### src/rtl/lfr_pkg.sv
// ----------------------------------------------------------------------------
// lfr_pkg
// Shared types and constants for the LRU frame replacer.
// ----------------------------------------------------------------------------
package lfr_pkg;

  localparam int NumFramesDef = 64;
  localparam int FrameNumW    = 6;
  localparam int CountW       = 7;

  // request codes; code 3 is unused and treated as a no-op
  typedef enum logic [1:0] {
    REQ_VICTIM = 2'd0,
    REQ_PIN    = 2'd1,
    REQ_UNPIN  = 2'd2
  } req_e;

  typedef enum logic [2:0] {
    ST_CLEAR,
    ST_IDLE,
    ST_READ,
    ST_EXEC,
    ST_UNLINK2
  } state_e;

  typedef struct packed {
    logic [1:0]           req_type;
    logic [FrameNumW-1:0] frame_num;
  } req_t;

  typedef struct packed {
    logic                 victim_found;
    logic [FrameNumW-1:0] victim_frame;
    logic [CountW-1:0]    tracked_count;
  } rsp_t;

  // result hand-off from the controller to the output register
  typedef struct packed {
    logic valid;
    rsp_t beat;
  } res_load_t;

endpackage

### src/rtl/lru_frame_replacer_core.sv
// ----------------------------------------------------------------------------
// lru_frame_replacer_core
// LRU replacer over buffer frames, list links kept in two memories.
// ----------------------------------------------------------------------------
// Each request beat yields exactly one result beat. Unpin, pin, a victim
// taken at either end of the list, and unused or out-of-range requests go
// through accept, memory read and execute; a pin that removes a frame from
// the middle of the list adds a second unlink step, since the older-link
// memory has one write port and must rewrite the next neighbor and then
// clear the frame's own tracked flag. The next request is taken while the
// previous result still sits in the output register; the execute step waits
// only if that register is still full. After reset the block runs a clearing
// pass over every frame's tracked flag, with in_ready_o low.
module lru_frame_replacer_core #(
  parameter int NUM_FRAMES = lfr_pkg::NumFramesDef
) (
  input  logic          clk_i,
  input  logic          rst_ni,
  input  logic          in_valid_i,
  output logic          in_ready_o,
  input  lfr_pkg::req_t in_req_i,
  output logic          out_valid_o,
  input  logic          out_ready_i,
  output lfr_pkg::rsp_t out_rsp_o
);

  localparam int FrameW = $clog2(NUM_FRAMES);

  // link memory ports
  logic [FrameW-1:0] rd_addr;
  logic              nw_we;
  logic [FrameW-1:0] nw_waddr;
  logic [FrameW-1:0] nw_wdata;
  logic [FrameW-1:0] nw_rdata;
  logic              ol_we;
  logic [FrameW-1:0] ol_waddr;
  logic [FrameW:0]   ol_wdata;
  logic [FrameW:0]   ol_rdata;

  lfr_pkg::res_load_t res;
  logic               slot_free;

  // output register
  logic          out_valid_q;
  lfr_pkg::rsp_t out_rsp_q;

  // slot is free when empty or being drained this cycle
  assign slot_free = !out_valid_q || out_ready_i;

  lfr_ctrl #(
    .NUM_FRAMES (NUM_FRAMES)
  ) u_ctrl (
    .clk_i       (clk_i),
    .rst_ni      (rst_ni),
    .in_valid_i  (in_valid_i),
    .in_req_i    (in_req_i),
    .in_ready_o  (in_ready_o),
    .slot_free_i (slot_free),
    .res_o       (res),
    .rd_addr_o   (rd_addr),
    .nw_we_o     (nw_we),
    .nw_waddr_o  (nw_waddr),
    .nw_wdata_o  (nw_wdata),
    .nw_rdata_i  (nw_rdata),
    .ol_we_o     (ol_we),
    .ol_waddr_o  (ol_waddr),
    .ol_wdata_o  (ol_wdata),
    .ol_rdata_i  (ol_rdata)
  );

  // newer-link store: next more recent frame
  lfr_ram #(
    .Depth (NUM_FRAMES),
    .Width (FrameW)
  ) u_newer_ram (
    .clk_i   (clk_i),
    .we_i    (nw_we),
    .waddr_i (nw_waddr),
    .wdata_i (nw_wdata),
    .raddr_i (rd_addr),
    .rdata_o (nw_rdata)
  );

  // older-link store, tracked flag in the top bit
  lfr_ram #(
    .Depth (NUM_FRAMES),
    .Width (FrameW + 1)
  ) u_older_ram (
    .clk_i   (clk_i),
    .we_i    (ol_we),
    .waddr_i (ol_waddr),
    .wdata_i (ol_wdata),
    .raddr_i (rd_addr),
    .rdata_o (ol_rdata)
  );

  always_ff @(posedge clk_i or negedge rst_ni) begin
    if (!rst_ni) begin
      out_valid_q <= 1'b0;
    end else if (res.valid) begin
      out_valid_q <= 1'b1;
    end else if (out_ready_i) begin
      out_valid_q <= 1'b0;
    end
  end

  always_ff @(posedge clk_i) begin
    if (res.valid) begin
      out_rsp_q <= res.beat;
    end
  end

  assign out_valid_o = out_valid_q;
  assign out_rsp_o   = out_rsp_q;

endmodule

### src/rtl/lfr_ram.sv
// ----------------------------------------------------------------------------
// lfr_ram
// Single write port, single read port memory with a registered read.
// ----------------------------------------------------------------------------
module lfr_ram #(
  parameter int Depth = lfr_pkg::NumFramesDef,
  parameter int Width = lfr_pkg::FrameNumW,
  localparam int AddrW = $clog2(Depth)
) (
  input  logic             clk_i,
  input  logic             we_i,
  input  logic [AddrW-1:0] waddr_i,
  input  logic [Width-1:0] wdata_i,
  input  logic [AddrW-1:0] raddr_i,
  output logic [Width-1:0] rdata_o
);

  logic [Width-1:0] mem [Depth];

  always_ff @(posedge clk_i) begin
    if (we_i) begin
      mem[waddr_i] <= wdata_i;
    end
  end

  always_ff @(posedge clk_i) begin
    rdata_o <= mem[raddr_i];
  end

endmodule

### src/rtl/lfr_ctrl.sv
// ----------------------------------------------------------------------------
// lfr_ctrl
// Request sequencer: reads the link stores, updates the list ends and the
// count, and issues the link write-backs.
// ----------------------------------------------------------------------------
module lfr_ctrl #(
  parameter int NUM_FRAMES = lfr_pkg::NumFramesDef,
  localparam int FrameW = $clog2(NUM_FRAMES),
  localparam int CntW   = $clog2(NUM_FRAMES + 1)
) (
  input  logic               clk_i,
  input  logic               rst_ni,
  input  logic               in_valid_i,
  input  lfr_pkg::req_t      in_req_i,
  output logic               in_ready_o,
  input  logic               slot_free_i,
  output lfr_pkg::res_load_t res_o,
  output logic [FrameW-1:0]  rd_addr_o,
  output logic               nw_we_o,
  output logic [FrameW-1:0]  nw_waddr_o,
  output logic [FrameW-1:0]  nw_wdata_o,
  input  logic [FrameW-1:0]  nw_rdata_i,
  output logic               ol_we_o,
  output logic [FrameW-1:0]  ol_waddr_o,
  output logic [FrameW:0]    ol_wdata_o,
  input  logic [FrameW:0]    ol_rdata_i
);

  localparam int FnW = lfr_pkg::FrameNumW;
  localparam int OcW = lfr_pkg::CountW;

  lfr_pkg::state_e state_q, state_d;

  logic [1:0]        req_q;
  logic [FrameW-1:0] frm_q;
  logic              inrange_q;
  logic [FrameW-1:0] newest_q, newest_d;
  logic [FrameW-1:0] oldest_q, oldest_d;
  logic [CntW-1:0]   cnt_q, cnt_d;
  logic [FrameW-1:0] clr_q;

  logic              accept;
  logic              tracked;
  logic [FrameW-1:0] link_new;
  logic [FrameW-1:0] link_old;
  logic              do_unlink;
  logic              do_push;
  logic              is_mid;
  logic              clr_last;

  assign accept    = (state_q == lfr_pkg::ST_IDLE) && in_valid_i;
  assign clr_last  = (clr_q == FrameW'(NUM_FRAMES - 1));
  assign rd_addr_o = frm_q;

  // decode of the entry read for this request
  always_comb begin
    tracked   = ol_rdata_i[FrameW];
    link_new  = nw_rdata_i;
    link_old  = ol_rdata_i[FrameW-1:0];
    do_unlink = ((req_q == lfr_pkg::REQ_VICTIM) && (cnt_q != '0)) ||
                ((req_q == lfr_pkg::REQ_PIN) && inrange_q && tracked);
    do_push   = (req_q == lfr_pkg::REQ_UNPIN) && inrange_q && !tracked &&
                (cnt_q < CntW'(NUM_FRAMES));
    is_mid    = do_unlink && (cnt_q > CntW'(1)) &&
                (frm_q != oldest_q) && (frm_q != newest_q);
  end

  // next state
  always_comb begin
    state_d = state_q;
    case (state_q)
      lfr_pkg::ST_CLEAR: begin
        if (clr_last) state_d = lfr_pkg::ST_IDLE;
      end
      lfr_pkg::ST_IDLE: begin
        if (in_valid_i) state_d = lfr_pkg::ST_READ;
      end
      lfr_pkg::ST_READ: begin
        state_d = lfr_pkg::ST_EXEC;
      end
      lfr_pkg::ST_EXEC: begin
        if (slot_free_i) state_d = is_mid ? lfr_pkg::ST_UNLINK2 : lfr_pkg::ST_IDLE;
      end
      lfr_pkg::ST_UNLINK2: begin
        state_d = lfr_pkg::ST_IDLE;
      end
      default: begin
        state_d = lfr_pkg::ST_IDLE;
      end
    endcase
  end

  // outputs, write-backs and list end updates
  always_comb begin
    in_ready_o = (state_q == lfr_pkg::ST_IDLE);
    res_o      = '0;
    nw_we_o    = 1'b0;
    nw_waddr_o = frm_q;
    nw_wdata_o = link_new;
    ol_we_o    = 1'b0;
    ol_waddr_o = frm_q;
    ol_wdata_o = '0;
    newest_d   = newest_q;
    oldest_d   = oldest_q;
    cnt_d      = cnt_q;
    case (state_q)
      lfr_pkg::ST_CLEAR: begin
        ol_we_o    = 1'b1;
        ol_waddr_o = clr_q;
      end
      lfr_pkg::ST_EXEC: begin
        if (slot_free_i) begin
          if (do_unlink) begin
            cnt_d = cnt_q - CntW'(1);
            if (cnt_q <= CntW'(1)) begin
              newest_d = '0;
              oldest_d = '0;
              ol_we_o  = 1'b1;
            end else if (frm_q == oldest_q) begin
              oldest_d = link_new;
              ol_we_o  = 1'b1;
            end else if (frm_q == newest_q) begin
              newest_d = link_old;
              ol_we_o  = 1'b1;
            end else begin
              // splice neighbors; the flag clear follows next cycle
              nw_we_o    = 1'b1;
              nw_waddr_o = link_old;
              nw_wdata_o = link_new;
              ol_we_o    = 1'b1;
              ol_waddr_o = link_new;
              ol_wdata_o = {1'b1, link_old};
            end
          end else if (do_push) begin
            cnt_d      = cnt_q + CntW'(1);
            newest_d   = frm_q;
            ol_we_o    = 1'b1;
            ol_wdata_o = {1'b1, newest_q};
            if (cnt_q == '0) begin
              oldest_d = frm_q;
            end else begin
              nw_we_o    = 1'b1;
              nw_waddr_o = newest_q;
              nw_wdata_o = frm_q;
            end
          end
          res_o.valid              = 1'b1;
          res_o.beat.victim_found  = (req_q == lfr_pkg::REQ_VICTIM) && do_unlink;
          res_o.beat.victim_frame  = res_o.beat.victim_found ? FnW'(frm_q) : '0;
          res_o.beat.tracked_count = OcW'(cnt_d);
        end
      end
      lfr_pkg::ST_UNLINK2: begin
        ol_we_o = 1'b1;
      end
      default: begin
      end
    endcase
  end

  always_ff @(posedge clk_i or negedge rst_ni) begin
    if (!rst_ni) begin
      state_q  <= lfr_pkg::ST_CLEAR;
      clr_q    <= '0;
      newest_q <= '0;
      oldest_q <= '0;
      cnt_q    <= '0;
    end else begin
      state_q  <= state_d;
      newest_q <= newest_d;
      oldest_q <= oldest_d;
      cnt_q    <= cnt_d;
      if (state_q == lfr_pkg::ST_CLEAR) begin
        clr_q <= clr_q + FrameW'(1);
      end
    end
  end

  always_ff @(posedge clk_i) begin
    if (accept) begin
      req_q     <= in_req_i.req_type;
      inrange_q <= (32'(in_req_i.frame_num) < 32'(NUM_FRAMES));
      frm_q     <= (in_req_i.req_type == lfr_pkg::REQ_VICTIM) ? oldest_q
                                                               : FrameW'(in_req_i.frame_num);
    end
  end

  // list bookkeeping checks
  a_cnt_max: assert property (@(posedge clk_i) disable iff (!rst_ni)
    cnt_q <= CntW'(NUM_FRAMES))
    else $error("tracked count above frame count");

  a_cnt_only_on_result: assert property (@(posedge clk_i) disable iff (!rst_ni)
    !res_o.valid |=> $stable(cnt_q) && $stable(newest_q) && $stable(oldest_q))
    else $error("list state changed without a result");

  a_empty_ends: assert property (@(posedge clk_i) disable iff (!rst_ni)
    (cnt_q == '0) |-> (newest_q == '0) && (oldest_q == '0))
    else $error("empty list with nonzero ends");

  a_single_ends: assert property (@(posedge clk_i) disable iff (!rst_ni)
    (cnt_q == CntW'(1)) |-> (newest_q == oldest_q))
    else $error("single entry list with distinct ends");

  a_load_slot: assert property (@(posedge clk_i) disable iff (!rst_ni)
    res_o.valid |-> slot_free_i && (state_q == lfr_pkg::ST_EXEC))
    else $error("result loaded into a busy output slot");

endmodule
### config.mk
export PLATFORM = sky130hd
export DESIGN_NAME = lru_frame_replacer_core
export DESIGN_NICKNAME = d
export VERILOG_FILES = /design/src/rtl/lfr_pkg.sv /design/src/rtl/lru_frame_replacer_core.sv /design/src/rtl/lfr_ram.sv /design/src/rtl/lfr_ctrl.sv
export SDC_FILE = /design/constraint.sdc
export NUM_CORES = 1
export LEC_CHECK = 0
export ABC_CLOCK_PERIOD_IN_PS = 6000
export BUFFER_PORTS_ARGS = -buffer_cell sky130_fd_sc_hd__buf_2
export CAP_MARGIN = 20
export CORE_MARGIN = 4
export CORE_UTILIZATION = 45
export CTS_CLUSTER_SIZE = 40
export DETAILED_ROUTE_END_ITERATION = 7
export GPL_ROUTABILITY_DRIVEN = 0
export PLACE_DENSITY = 0.65
export SLEW_MARGIN = 20
export SYNTH_ARGS = -nofsm -noshare
export SYNTH_HDL_FRONTEND = slang
export SYNTH_SLANG_ARGS = --single-unit
export TNS_END_PERCENT = 30
### constraint.sdc
create_clock -name clk_i -period 6 [get_ports clk_i]
set_clock_uncertainty 0.1 [all_clocks]
set_input_delay 0.9 -clock clk_i [delete_from_list [all_inputs] [get_ports clk_i]]
set_output_delay 0.9 -clock clk_i [all_outputs]
set_load 0.005 [all_outputs]
==> results.toml <==
[logic_synthesis]
ys.flop_type = "edfxtp_1"
synth_cell_type_count = 72
syn_area_per_cell_um2 = 20.0
synth_edf_count = 854
postSynthCellCount = 1821
async_flop_share = 0.0324
postSynthNetCount = 1837
synth_area_um2 = 36400
ys_seq_area_frac = 0.732
yosys_warnings = 0
ys_ff_latch = 896

[die]
die_area_um2 = 85500
initial_core_util = 0.453
die_w_um = 292
core_um2 = 80300
io_pins = 28
chipHeight_um = 292
rows = 104

[cells_and_area]
drive_gt1_frac = 0.300
layout.nets = 1953
area_growth_pct = 13.8
antenna_cells = 0
fin_cells = 3070
fillers = 6145

[grt]
met3_usage = 0.0390
grt_pass1_wl_mm = 125
grt-ovfl-total = 0
antenna_found_initial = 1
grt-busiest-layer = "met2"
use_met2 = 0.292
grt_usage = 0.193
met1_usage = 0.291
grt_max_degree = 105
grt_pass1_vias = 18823

[setup_path]
rr_endpoint = "u_older_ram.mem[46][6]"
worstSetupStartpointType = "register"
rr_worst_depth = 8
critical_path_class = "reg2reg"
critPathCaptureType = "register"
r2r-start = "u_ctrl.state_q[2]"
worstPathRequired_ps = 6140
arrival_ps = 4790
crit_path_max_fanout = 23
reg2reg_slack_ps = 1350
cp-startpoint = "u_ctrl.state_q[2]"

[power]
vdd_drop_max_mv = 0.225
power_mw = 17.9
power_density_nw_per_um2 = 431
power_leakage_nw = 13.2

[timing]
tns_ps = 0
relSlewSlack = 0.219
setup_ws_ps = 1350
fin_crit_ps = 4650
post-route-period-util = 0.775
worstMarginPinSlew_ps = 1170
hold_viol = 0
setup_viol = 0
fmax_ghz = 0.215
final-max-slew-violation-count = 0
rsz0062_at_grt = "no"

[routing]
routed_wl_mm = 82.6
dr.first_iter.drc_count = 2187
ant_nets = 0
wl_per_cell_um = 26.9
drtPass1Iterations = 8
drc = 4
viasPerCell = 6.13
via_count = 18832

[place]
placedCellCount = 2909
pre_cts_ws_ps = 999
port-buffer-count = 27
dpl.hpwl_mm = 52.0

[outcome]
violations = "DRC"
status = "finished with violations"

[clock_network]
cts_setup_buffers = 0
cts_buffers = 86
cts_root_buffer = "clkbuf_16"
clkLatencyLatePin_ps = 630
cts_buffer_depth = 3
clkSinkCount = 896
ctsHoldBuffers = 0
cts_resized = 0
path_clk_slew_ps = 60
cts.htree.levels = 3
cts_tree = "yes"

[hold_path]
hold_path.class = "in2async"

[run]
maxCapViolCount = 0
power by group:
part           internal, mW  switching (mW)
logic                  1.33            2.73
clock network          3.35            2.29
registers              7.83           0.338
registers in the layout, summed over array words and instances (netlist names):
signal	count
out_rsp_o	14
u_ctrl.rd_addr_o	6
u_ctrl.req_q	2
u_newer_ram.rdata_o	6
out_valid_o	1
u_ctrl.cnt_q	7
u_ctrl.newest_q	6
u_ctrl.oldest_q	6
u_older_ram.rdata_o	7
u_older_ram.mem	448
u_newer_ram.mem	384
u_ctrl.state_q	3
u_ctrl.clr_q	6
cell usage after synthesis, types with 7 or more instances:
| master | count | area share |
|---|---|---|
| a21oi_1 | 23 | 0.0032 |
| a22o_1 | 10 | 0.0024 |
| a22oi_1 | 33 | 0.0068 |
| a31oi_1 | 8 | 0.0014 |
| and2_1 | 9 | 0.0015 |
| buf_1 | 28 | 0.0029 |
| buf_2 | 22 | 0.0030 |
| clkbuf_1 | 71 | 0.0073 |
| dfrtp_1 | 29 | 0.020 |
| dfxtp_1 | 13 | 0.0072 |
| edfxtp_1 | 854 | 0.70 |
| inv_1 | 7 | 0.00072 |
| mux2_2 | 17 | 0.0053 |
| mux4_2 | 260 | 0.16 |
| nand2_1 | 67 | 0.0069 |
| nand2b_1 | 9 | 0.0015 |
| nand3_1 | 7 | 0.00096 |
| nor2_1 | 54 | 0.0056 |
| nor2b_1 | 8 | 0.0014 |
| nor3_1 | 56 | 0.0077 |
| nor4_1 | 78 | 0.013 |
| o21ai_0 | 29 | 0.0040 |
| xnor2_1 | 17 | 0.0041 |
| xor2_1 | 11 | 0.0026 |
worst max path at each step:
stage	to	slack, ps	cells past startpoint
final	u_older_ram.mem[46][6]	1350	8
after CTS	u_older_ram.mem[62][4]	1310	9
after global placement	u_older_ram.mem[46][2]	1120	9
after floorplan	u_older_ram.mem[0][3]	840	6
after global routing	u_older_ram.mem[46][6]	990	8
after detailed placement	u_older_ram.mem[62][6]	1000	10
final cells by class:
cell class / instances / area, um2 / area share
Clock buffer: 107 / 2350 / 0.0566
Clock inverter: 54 / 634 / 0.0153
Inverter: 7 / 26.3 / 0.000634
Multi-Input combinational cell: 794 / 9370 / 0.226
Sequential cell: 896 / 26600 / 0.643
Tap cell: 1060 / 1330 / 0.0320
Timing Repair Buffer: 152 / 1090 / 0.0262
kinds of logic (layout without fill, tap and decap cells):
logic type,count (synthesis),in the layout,synth area share
AOI/OAI and AO/OA,170,170,0.0343
adders and majority gates,4,4,0.00138
buffers and inverters,131,320,0.0147
xor gates and xnor gates,28,28,0.00674
DFF,896,896,0.732
muxes,278,278,0.166
and+or+nand+nor,314,314,0.0445
placed cells by master, fill, tap and decap left out, types with 6 or more instances in the layout:
cell type	count
nor2b_1	6
nor3_2	8
inv_1	7
o211ai_1	6
nand2b_1	9
nor2_1	52
a31oi_1	8
o21ai_0	27
nand3_1	7
a22oi_1	33
edfxtp_1	854
bufinv_16	13
xnor2_1	17
clkbuf_1	14
a21oi_1	23
nor3_1	49
clkinv_1	16
nor4_1	77
xor2_1	11
clkinv_2	12
mux2_2	17
nand2_1	61
o2111ai_1	6
dfrtp_1	29
dfxtp_1	13
clkbuf_16	90
mux4_2	260
and2_1	9
buf_4	124
buf_2	27
through the flow:
stage / cell area (um2) / utilization / hold WS (ps)
floorplan: 36400 / - / 373
detailed placement: 38400 / 0.478 / 416
CTS: 41400 / 0.515 / 217
global placement: 38400 / 0.478 / 405
global route: 41400 / 0.516 / 271
finish: 41400 / 0.516 / 245
worst max-delay path, stage by stage (launching register included):
cell	delay [ps]
dfrtp_1	430
nand3b_1	300
nand2b_1	240
buf_4	230
inv_1	540
o311ai_1	360
o21ai_1	630
o21ai_0	490
nor3_1	920
routing by layer:
layer / wire (um) / share of wire
met3: 6890 / 0.083
met5: 13 / 0.00016
met1: 35700 / 0.43
met4: 1920 / 0.023
met2: 38100 / 0.46
(Power assumes the default switching activity.)
